$ cat src/hw/rtl/qbve_pkg.sv
// Package for the quad batch vertex expander: beat types, control structs
// and shared constants. No dependencies.
`default_nettype none

package qbve_pkg;

  localparam int QPB_W                 = 14;
  localparam logic [QPB_W-1:0] QPB_RESET = 14'd5000;
  localparam int TEXTURE_SLOTS_DEFAULT = 32;
  localparam int SLOT_W                = 5;
  localparam int TEX_W                 = 16;

  // Corner order (-,-), (+,-), (+,+), (-,+); the last code closes a quad.
  localparam logic [1:0] CORNER_FIRST = 2'd0;
  localparam logic [1:0] CORNER_LAST  = 2'd3;

  typedef struct packed {
    logic signed [31:0] xrow_col_x;
    logic signed [31:0] xrow_col_y;
    logic signed [31:0] xrow_shift;
    logic signed [31:0] yrow_col_x;
    logic signed [31:0] yrow_col_y;
    logic signed [31:0] yrow_shift;
    logic signed [31:0] zrow_col_x;
    logic signed [31:0] zrow_col_y;
    logic signed [31:0] zrow_shift;
    logic [63:0]        rgba;
    logic [TEX_W-1:0]   texture_id;
    logic [31:0]        tile_amount;
  } quad_beat_t;

  typedef struct packed {
    logic signed [31:0] vert_x;
    logic signed [31:0] vert_y;
    logic signed [31:0] vert_z;
    logic [63:0]        vert_rgba;
    logic               tex_u;
    logic               tex_v;
    logic [SLOT_W-1:0]  slot;
    logic [31:0]        vert_tile;
    logic               batch_start;
    logic               last;
  } vert_beat_t;

  // Commands from the controller to the datapath.
  typedef struct packed {
    logic       load;
    logic       rd_en;
    logic       wr_en;
    logic       resolve;
    logic       starts;
    logic       out_load;
    logic [1:0] corner;
  } ctrl_cmd_t;

  // Status from the datapath to the controller.
  typedef struct packed {
    logic tex_zero;
    logic hit;
    logic out_free;
  } dp_status_t;

endpackage

`default_nettype wire

$ cat src/hw/rtl/qbve_ram.sv
// Generic single-write, single-read RAM with registered read data.
// No dependencies.
`default_nettype none

module qbve_ram #(
  parameter int WIDTH = 16,
  parameter int DEPTH = 32
) (
  input  wire logic                     clk,
  input  wire logic                     we,
  input  wire logic [$clog2(DEPTH)-1:0] waddr,
  input  wire logic [WIDTH-1:0]         wdata,
  input  wire logic                     re,
  input  wire logic [$clog2(DEPTH)-1:0] raddr,
  output logic      [WIDTH-1:0]         rdata
);

  logic [WIDTH-1:0] mem [DEPTH];

  always_ff @(posedge clk) begin
    if (we) begin
      mem[waddr] <= wdata;
    end
    if (re) begin
      rdata <= mem[raddr];
    end
  end

endmodule

`default_nettype wire

$ cat src/hw/rtl/qbve_datapath.sv
// Datapath: quad holding register, texture slot table, corner arithmetic
// and the output register. Depends on qbve_pkg and qbve_ram.
`default_nettype none

module qbve_datapath
  import qbve_pkg::*;
#(
  parameter int TEXTURE_SLOTS = TEXTURE_SLOTS_DEFAULT
) (
  input  wire logic                             clk,
  input  wire logic                             rst,
  input  wire quad_beat_t                       quad_in,
  input  wire ctrl_cmd_t                        cmd,
  input  wire logic [$clog2(TEXTURE_SLOTS)-1:0] slot_addr,
  output dp_status_t                            status,
  output vert_beat_t                            vert_out,
  output logic                                  vert_valid,
  input  wire logic                             vert_ready
);

  localparam int IDX_W = $clog2(TEXTURE_SLOTS);

  quad_beat_t         quad_r;
  logic [IDX_W-1:0]   slot_r;
  logic               starts_r;
  logic [TEX_W-1:0]   ram_rdata;
  vert_beat_t         vert_next;
  logic [IDX_W+SLOT_W-1:0] slot_ext;
  logic               px;
  logic               py;

  // Translation plus or minus half of each column, saturated to 32 bits.
  function automatic logic signed [31:0] corner_pos(
    input logic signed [31:0] cx,
    input logic signed [31:0] cy,
    input logic signed [31:0] sh,
    input logic               sx,
    input logic               sy
  );
    logic signed [33:0] hx;
    logic signed [33:0] hy;
    logic signed [33:0] r;
    hx = 34'(cx) >>> 1;
    hy = 34'(cy) >>> 1;
    r  = 34'(sh) + (sx ? hx : -hx) + (sy ? hy : -hy);
    if (r[33] != r[31] || r[32] != r[31]) begin
      return r[33] ? 32'sh8000_0000 : 32'sh7FFF_FFFF;
    end
    return r[31:0];
  endfunction

  always_ff @(posedge clk) begin
    if (cmd.load) begin
      quad_r <= quad_in;
    end
    if (cmd.resolve) begin
      slot_r   <= slot_addr;
      starts_r <= cmd.starts;
    end
  end

  qbve_ram #(
    .WIDTH (TEX_W),
    .DEPTH (TEXTURE_SLOTS)
  ) u_slot_table (
    .clk   (clk),
    .we    (cmd.wr_en),
    .waddr (slot_addr),
    .wdata (quad_r.texture_id),
    .re    (cmd.rd_en),
    .raddr (slot_addr),
    .rdata (ram_rdata)
  );

  assign px       = cmd.corner[0] ^ cmd.corner[1];
  assign py       = cmd.corner[1];
  assign slot_ext = {{SLOT_W{1'b0}}, slot_r};

  always_comb begin
    vert_next.vert_x = corner_pos(quad_r.xrow_col_x, quad_r.xrow_col_y,
                                  quad_r.xrow_shift, px, py);
    vert_next.vert_y = corner_pos(quad_r.yrow_col_x, quad_r.yrow_col_y,
                                  quad_r.yrow_shift, px, py);
    vert_next.vert_z = corner_pos(quad_r.zrow_col_x, quad_r.zrow_col_y,
                                  quad_r.zrow_shift, px, py);
    vert_next.vert_rgba   = quad_r.rgba;
    vert_next.tex_u       = px;
    vert_next.tex_v       = py;
    vert_next.slot        = slot_ext[SLOT_W-1:0];
    vert_next.vert_tile   = quad_r.tile_amount;
    vert_next.batch_start = starts_r && (cmd.corner == CORNER_FIRST);
    vert_next.last        = (cmd.corner == CORNER_LAST);
  end

  always_ff @(posedge clk) begin
    if (cmd.out_load) begin
      vert_out <= vert_next;
    end
  end

  always_ff @(posedge clk) begin
    if (rst) begin
      vert_valid <= 1'b0;
    end else if (cmd.out_load) begin
      vert_valid <= 1'b1;
    end else if (vert_ready) begin
      vert_valid <= 1'b0;
    end
  end

  assign status.tex_zero = (quad_r.texture_id == '0);
  assign status.hit      = (ram_rdata == quad_r.texture_id);
  assign status.out_free = !vert_valid || vert_ready;

endmodule

`default_nettype wire

$ cat src/hw/rtl/qbve_ctrl.sv
// Controller: sequencing state machine, batch and slot counters, and the
// quads-per-batch register. Depends on qbve_pkg.
`default_nettype none

module qbve_ctrl
  import qbve_pkg::*;
#(
  parameter int TEXTURE_SLOTS = TEXTURE_SLOTS_DEFAULT
) (
  input  wire logic                             clk,
  input  wire logic                             rst,
  input  wire logic                             quad_valid,
  output logic                                  quad_ready,
  input  wire logic                             cfg_we,
  input  wire logic [QPB_W-1:0]                 cfg_data,
  input  wire dp_status_t                       status,
  output ctrl_cmd_t                             cmd,
  output logic [$clog2(TEXTURE_SLOTS)-1:0]      slot_addr
);

  localparam int IDX_W = $clog2(TEXTURE_SLOTS);
  localparam int CNT_W = $clog2(TEXTURE_SLOTS + 1);
  localparam logic [CNT_W-1:0] SLOTS_FULL = CNT_W'(TEXTURE_SLOTS);

  localparam logic [1:0] S_IDLE    = 2'd0;
  localparam logic [1:0] S_PROBE   = 2'd1;
  localparam logic [1:0] S_COMPARE = 2'd2;
  localparam logic [1:0] S_EMIT    = 2'd3;

  logic [1:0]       state;
  logic [1:0]       state_next;
  logic [QPB_W-1:0] qpb;
  logic [QPB_W-1:0] qib;
  logic [QPB_W-1:0] qib_next;
  logic [CNT_W-1:0] su;
  logic [CNT_W-1:0] su_next;
  logic [CNT_W-1:0] sidx;
  logic [CNT_W-1:0] sidx_next;
  logic [1:0]       corner;
  logic [1:0]       corner_next;
  logic             table_full;

  assign table_full = (su == SLOTS_FULL);
  assign quad_ready = (state == S_IDLE);

  always_comb begin
    state_next  = state;
    qib_next    = qib;
    su_next     = su;
    sidx_next   = sidx;
    corner_next = corner;
    cmd         = '0;
    cmd.corner  = corner;
    slot_addr   = sidx[IDX_W-1:0];
    case (state)
      S_IDLE: begin
        if (quad_valid) begin
          cmd.load   = 1'b1;
          sidx_next  = CNT_W'(1);
          state_next = S_PROBE;
          if (qib >= qpb) begin
            qib_next = '0;
            su_next  = CNT_W'(1);
          end
        end
      end
      S_PROBE: begin
        if (status.tex_zero) begin
          slot_addr   = '0;
          cmd.resolve = 1'b1;
          cmd.starts  = (qib == '0);
          qib_next    = qib + 1'b1;
          state_next  = S_EMIT;
        end else if (sidx < su) begin
          cmd.rd_en  = 1'b1;
          state_next = S_COMPARE;
        end else begin
          // Miss: append, opening a new batch first if the table is full.
          cmd.wr_en   = 1'b1;
          cmd.resolve = 1'b1;
          if (table_full) begin
            slot_addr  = IDX_W'(1);
            su_next    = CNT_W'(2);
            cmd.starts = 1'b1;
            qib_next   = QPB_W'(1);
          end else begin
            slot_addr  = su[IDX_W-1:0];
            su_next    = su + 1'b1;
            cmd.starts = (qib == '0);
            qib_next   = qib + 1'b1;
          end
          state_next = S_EMIT;
        end
      end
      S_COMPARE: begin
        if (status.hit) begin
          cmd.resolve = 1'b1;
          cmd.starts  = (qib == '0);
          qib_next    = qib + 1'b1;
          state_next  = S_EMIT;
        end else begin
          sidx_next  = sidx + 1'b1;
          state_next = S_PROBE;
        end
      end
      S_EMIT: begin
        if (status.out_free) begin
          cmd.out_load = 1'b1;
          corner_next  = corner + 1'b1;
          if (corner == CORNER_LAST) begin
            state_next = S_IDLE;
          end
        end
      end
      default: begin
        state_next = S_IDLE;
      end
    endcase
  end

  always_ff @(posedge clk) begin
    if (rst) begin
      state  <= S_IDLE;
      qpb    <= QPB_RESET;
      qib    <= '0;
      su     <= CNT_W'(1);
      sidx   <= CNT_W'(1);
      corner <= CORNER_FIRST;
    end else begin
      state  <= state_next;
      qib    <= qib_next;
      su     <= su_next;
      sidx   <= sidx_next;
      corner <= corner_next;
      if (cfg_we) begin
        qpb <= cfg_data;
      end
    end
  end

endmodule

`default_nettype wire

$ cat src/hw/rtl/quad_batch_vertex_expander_unit.sv
// Top level of the quad batch vertex expander: joins controller and datapath.
// Depends on qbve_pkg, qbve_ctrl, qbve_datapath (and qbve_ram below it).
`default_nettype none

// Each accepted quad beat yields four vertex beats, corners in the order
// (-,-), (+,-), (+,+), (-,+) with uv 00, 10, 11, 01. Every vertex position is
// the row translation plus or minus half of each column (arithmetic shift),
// saturated to signed 32 bits. A nonzero texture handle is looked up in a
// slot table held in a small RAM; a miss appends it, and slot 0 stands for
// no texture. A new batch opens when quads_per_batch quads have been taken,
// or when a miss finds the table full; batch_start marks the first vertex of
// the first quad of a batch. Quads are handled one at a time. A quad goes
// through an accept step, a RAM read and a compare for each table entry
// searched (a hit resolves in its compare step), one more step to resolve a
// miss or a zero handle, then a load for each of the four vertex beats; a
// load waits while the receiver holds off. The output register lets the next
// quad be taken while the last vertex still waits.
// The quads_per_batch register (reset 5000) is written through cfg_we and
// cfg_data only while the block is idle; the user must keep to this, as the
// block does not enforce it. The slot table needs no clearing after reset:
// only entries written in the current batch are ever read.
module quad_batch_vertex_expander_unit
  import qbve_pkg::*;
#(
  parameter int TEXTURE_SLOTS = TEXTURE_SLOTS_DEFAULT
) (
  input  wire logic             clk,
  input  wire logic             rst,
  input  wire logic             quad_valid,
  output logic                  quad_ready,
  input  wire quad_beat_t       quad,
  output logic                  vert_valid,
  input  wire logic             vert_ready,
  output vert_beat_t            vert,
  input  wire logic             cfg_we,
  input  wire logic [QPB_W-1:0] cfg_data
);

  ctrl_cmd_t                        cmd;
  dp_status_t                       status;
  logic [$clog2(TEXTURE_SLOTS)-1:0] slot_addr;

  qbve_ctrl #(
    .TEXTURE_SLOTS (TEXTURE_SLOTS)
  ) u_ctrl (
    .clk        (clk),
    .rst        (rst),
    .quad_valid (quad_valid),
    .quad_ready (quad_ready),
    .cfg_we     (cfg_we),
    .cfg_data   (cfg_data),
    .status     (status),
    .cmd        (cmd),
    .slot_addr  (slot_addr)
  );

  qbve_datapath #(
    .TEXTURE_SLOTS (TEXTURE_SLOTS)
  ) u_datapath (
    .clk        (clk),
    .rst        (rst),
    .quad_in    (quad),
    .cmd        (cmd),
    .slot_addr  (slot_addr),
    .status     (status),
    .vert_out   (vert),
    .vert_valid (vert_valid),
    .vert_ready (vert_ready)
  );

endmodule

`default_nettype wire

$ cat config.mk
export PLATFORM = sky130hd
export DESIGN_NAME = quad_batch_vertex_expander_unit
export DESIGN_NICKNAME = d
export VERILOG_FILES = /design/src/hw/rtl/qbve_pkg.sv /design/src/hw/rtl/qbve_ram.sv /design/src/hw/rtl/qbve_datapath.sv /design/src/hw/rtl/qbve_ctrl.sv /design/src/hw/rtl/quad_batch_vertex_expander_unit.sv
export SDC_FILE = /design/constraint.sdc
export NUM_CORES = 2
export LEC_CHECK = 0
export BUFFER_PORTS_ARGS = -buffer_cell sky130_fd_sc_hd__buf_2
export CAP_MARGIN = 20
export CORE_MARGIN = 2
export CORE_UTILIZATION = 35
export CTS_CLUSTER_SIZE = 8
export DETAILED_ROUTE_END_ITERATION = 8
export PLACE_DENSITY_LB_ADDON = 0.05
export REMOVE_ABC_BUFFERS = 1
export SLEW_MARGIN = 20
export SYNTH_ARGS = -nofsm -noshare
export SYNTH_HDL_FRONTEND = slang
export SYNTH_HIERARCHICAL = 1
export SYNTH_SLANG_ARGS = --single-unit
$ cat constraint.sdc
create_clock -name clk -period 11.3 [get_ports clk]
set_input_delay 2.26 -clock clk [delete_from_list [all_inputs] [get_ports clk]]
set_output_delay 2.26 -clock clk [all_outputs]
set_load 0.01 [all_outputs]
# Word level (Yosys, flattened, before mapping)
# Memory sizes are Yosys's and may differ from the RTL's. A register that Yosys moved wholly into a read port is not among the register bits.
# Cells that the tools add are included.
# totals
reg_bits	652
ram_bits	512
out_inout_bits	203
word_cells	152
mem_count	1
# memory_table
name	words	word_bits	read_ports	rd_clocked_by_memory_dff	write_ports	line	source
u_datapath.u_slot_table.mem	32	16	1	1	1	qbve_ram.sv:18	logic [WIDTH-1:0] mem [DEPTH];
# classes
addsub	16
n_lt_le_gt_ge	2
eq_ne	21
muxes	61
n_bitwise	1
reduce_logical	19
# op_table
operator	n
two-way mux 32 bit	9
two-way mux 34 bit	6
negator 31 -> 34 bit	6
adder 32 x 34 -> 34 bit	3
adder 34 bit	3
two-way mux 14 bit	6
two-way mux 6 bit	7
one-hot mux 14 bit (3 select lines)	1
one-hot mux 6 bit (2 select lines)	2
two-way mux 5 bit	4
two-way mux 2 bit	9
== test 16 bit	1
zero test 16 bit	1
adder 14 x 1 -> 14 bit, second input constant	1
>= comparator 14 bit	1
zero test 14 bit	1
two-way mux 1 bit	14
adder 6 x 1 -> 6 bit, second input constant	2
inequality test 2 bit, second input constant	6
AND reduction 5 bit	2
one-hot mux 2 bit (4 select lines)	1
== test 2 bit, second input constant	3
== test 6 bit, second input constant	1
< comparator 6 bit	1
16 further kinds	29

# Longest topological paths before layout
# depth
word_depth	8
mapped_depth	24
mapped_depth_nobuf	22

# Cells and area by module
# The synthesis kept the hierarchy.
# modules_own_cells
module	n_inst	cells_each	area_each_um2
qbve_datapath	1	2514	31696.6
qbve_ram	1	1143	20694.8
qbve_ctrl	1	349	2850.2

# Least setup slack after synthesis
# No wires, ideal clock.
# synth_timing
kind	input to register
from	in quad_valid
to	reg u_datapath/quad_r[0] (netlist bit) (enable)
setup_ps	743
t_arrival_ps	9927
setup_slack_ps	630
cell_stages	2
path_buffers	0
cell_sequence	nand2_1 > inv_1
# synth_rtl
element	line	source
start, declared	quad_batch_vertex_expander_unit.sv:29	input wire logic quad_valid,
end signal, assigned	qbve_datapath.sv:54	quad_r <= quad_in;
end, declared	qbve_datapath.sv:23	quad_beat_t quad_r;

==> run summary <==
Status -> finished, final reports clean
Sequential element share of the synthesized area -> 63.0%
Peak VDD IR -> 0.000339 V
Worst slew pin tran -> 1.07 ns
Inserted Clock Buffers -> 166
Footprint of the multi-input gates -> 0.0182 mm²
Routed Antenna Nets -> 0
First-pass GRT wire length -> 229000 µm
Cells after Synth -> 4006
Maximum root-to-sink buffer count -> 3
Layout cells sized above 1 -> 20.3%
Pre-antenna DRT Iters -> 5
Die Width -> 401 µm
Grt ovf -> 0
Most common cell after layout, fill and taps aside -> edfxtp_1
Total GRT Usage -> 19.1%
Post-synth EDFFs -> 1129
Core area -> 0.157 mm²
Buffers added on ports -> 615
Yosys warns -> 6
Initial DRC Count -> 2062
Via density -> 5.02
Final setup violation count -> 0
Io pins -> 622
Crit-path max FO -> 42
Hold Vio Cnt, Final -> 0
Hpwl dp -> 106000 µm
Post-Syn Area -> 0.0552 mm²
Crit path kind -> flip-flop to flip-flop
Initial antenna violation count -> 58
Hold WS -> 0.396 ns
Relative slew slack -> 27.5%
Register bit total from synthesis -> 1174
Netlist cell types -> 110
Clock latency on the worst-skew pair -> 0.80 ns
Die span in y -> 401 µm
Final period util -> 69.1%
Root buf cell -> clkbuf_16
CTS tree -> yes
Power Dens Cells -> 316 mW/mm²
Area Overhead vs Synth -> 18.4%
# Post-CTS Setup Buffers -> 0
Commonest cells after routing, fill and taps aside -> edfxtp_1 (1129), buf_2 (615), inv_1 (382)
Resized Gates After CTS -> 0
RSZ-0062 raised after global routing -> false
Worst min path class -> flip-flop to flip-flop
Fin nets -> 5393
Avg Cell Area, Syn -> 13.8 µm²
Post-DP Area -> 0.0607 mm²
Crit path DAT -> 8.43 ns
Maximum clock frequency -> 0.128 GHz
Ys async rst share -> 0%
CTS Sinks -> 1174
Reg area -> 0.0348 mm²
Clk slew on worst S/H paths -> 0.06 ns
Leakage power -> 0.0255 µW
FILL cells -> 14.7k
Fin area -> 0.0654 mm²
Vias in the first global route -> 34.3k
Pin count of the biggest net entering global routing -> 99
Skew final -> 0.0433 ns
Std cell rows -> 145
CTS hold repair buffers -> 0
Die area -> 0.161 mm²
H-tree levels -> 4
WP data required -> 11.92 ns
Startpoint Class -> flip-flop
Setup TNS -> 0 ns
Total Wirelength -> 156000 µm
Vias post-DR -> 34.4k
Most used DFF post-synth -> edfxtp_1
Crit end category -> flip-flop
DRC errors left -> 0
Placer Congestion -> 0.837
Final min period -> 7.81 ns
Initial Util -> 35.3%
Maxcap violations -> 0
Avg WL per Cell -> 22.8 µm
Max Slew Vio Count -> 0
cell families (layout without fill, tap and decap cells):
family / count (synthesis) / count (layout) / synth area share (%)
DFF: 1174 / 1174 / 63.0
AOI/OAI and AO/OA: 762 / 762 / 9.32
and+or+nand+nor: 758 / 758 / 7.15
buffers and inverters: 518 / 1305 / 4.25
xor gates and xnor gates: 281 / 281 / 4.52
muxes: 277 / 277 / 5.02
adders and majority gates: 236 / 236 / 6.73
other: 0 / 5 / 0
sequential cells by signal, summed over array words and instances (netlist names), 6 cells and up:
name                           count
u_ctrl/qib                        14
u_ctrl/qpb                        14
u_ctrl/sidx                        6
u_ctrl/su                          6
u_datapath/quad_r                394
u_datapath/u_slot_table/mem      512
u_datapath/u_slot_table/rdata     16
u_datapath/vert_out              201
cell usage after synthesis (70+ instances only):
master    number  share of area, %
a21o_1        70              0.95
a21oi_1      240               2.2
edfxtp_1    1129                61
fa_1         102               3.7
ha_1         134               3.0
inv_1        384               2.6
mux2i_1      277               5.0
nand2_1      137              0.93
nand3_1       71              0.64
nor2_1       206               1.4
nor3_1        81              0.73
xnor2_1      223               3.5
through the flow:
stage	total power (µW)	utilization [%]	cells	worst slack, ns
floorplan	14200	-	3874	-2.17
global placement	16200	38.8	6628	3.36
detailed placement	16200	38.8	6628	3.38
CTS	20900	41.8	6851	3.36
global route	22200	41.8	6854	2.93
finish	20700	41.8	6856	3.49
layout make-up:
type	count	share of cell area (%)
Sequential cell	1174	53.2
Tap cell	2058	3.94
Multi-Input combinational cell	2314	27.8
Timing Repair Buffer	696	5.64
Antenna cell	5	0.0191
Clock buffer	206	6.63
Clock inverter	17	0.538
Inverter	386	2.24
worst paths after layout:
path                              start                  endpoint  slack, ns  cells after the start
setup / recovery       u_ctrl/corner[1]  u_datapath/vert_out[174]       3.49                     19
hold reg to reg   u_datapath/quad_r[86]   u_datapath/vert_out[79]       0.40                      0
setup reg to reg       u_ctrl/corner[1]  u_datapath/vert_out[174]       3.49                     19
hold / removal    u_datapath/quad_r[86]   u_datapath/vert_out[79]       0.40                      0
report_power, final:
group	total, µW	internal, µW	switching [µW]
clock	4570	2700	1870
combinational	9740	3770	5970
sequential	6360	6070	294
metal layers:
layer / track usage [%] / share of wire (%)
met1: 25.7 / 45
met3: 4.10 / 5.2
met2: 31.3 / 47
met5: 0 / 0.12
met4: 4.98 / 2.2
worst max-delay path: stages, from the launching register on:
cell      delay [ns]
dfxtp_4         0.71
clkinv_1        0.87
ha_4            0.97
buf_4           0.52
buf_4           0.37
a21oi_1         0.09
xnor2_1         0.16
fa_1            0.48
inv_1           0.04
ha_1            0.38
a21oi_1         0.21
and2_1          0.18
o21a_1          0.17
a31oi_1         0.21
a41oi_1         0.49
a21oi_1         0.12
o311ai_0        0.89
a21oi_4         0.09
buf_4           0.33
o31ai_1         0.28
No activity file was read; power rests on OpenSTA's default activity.
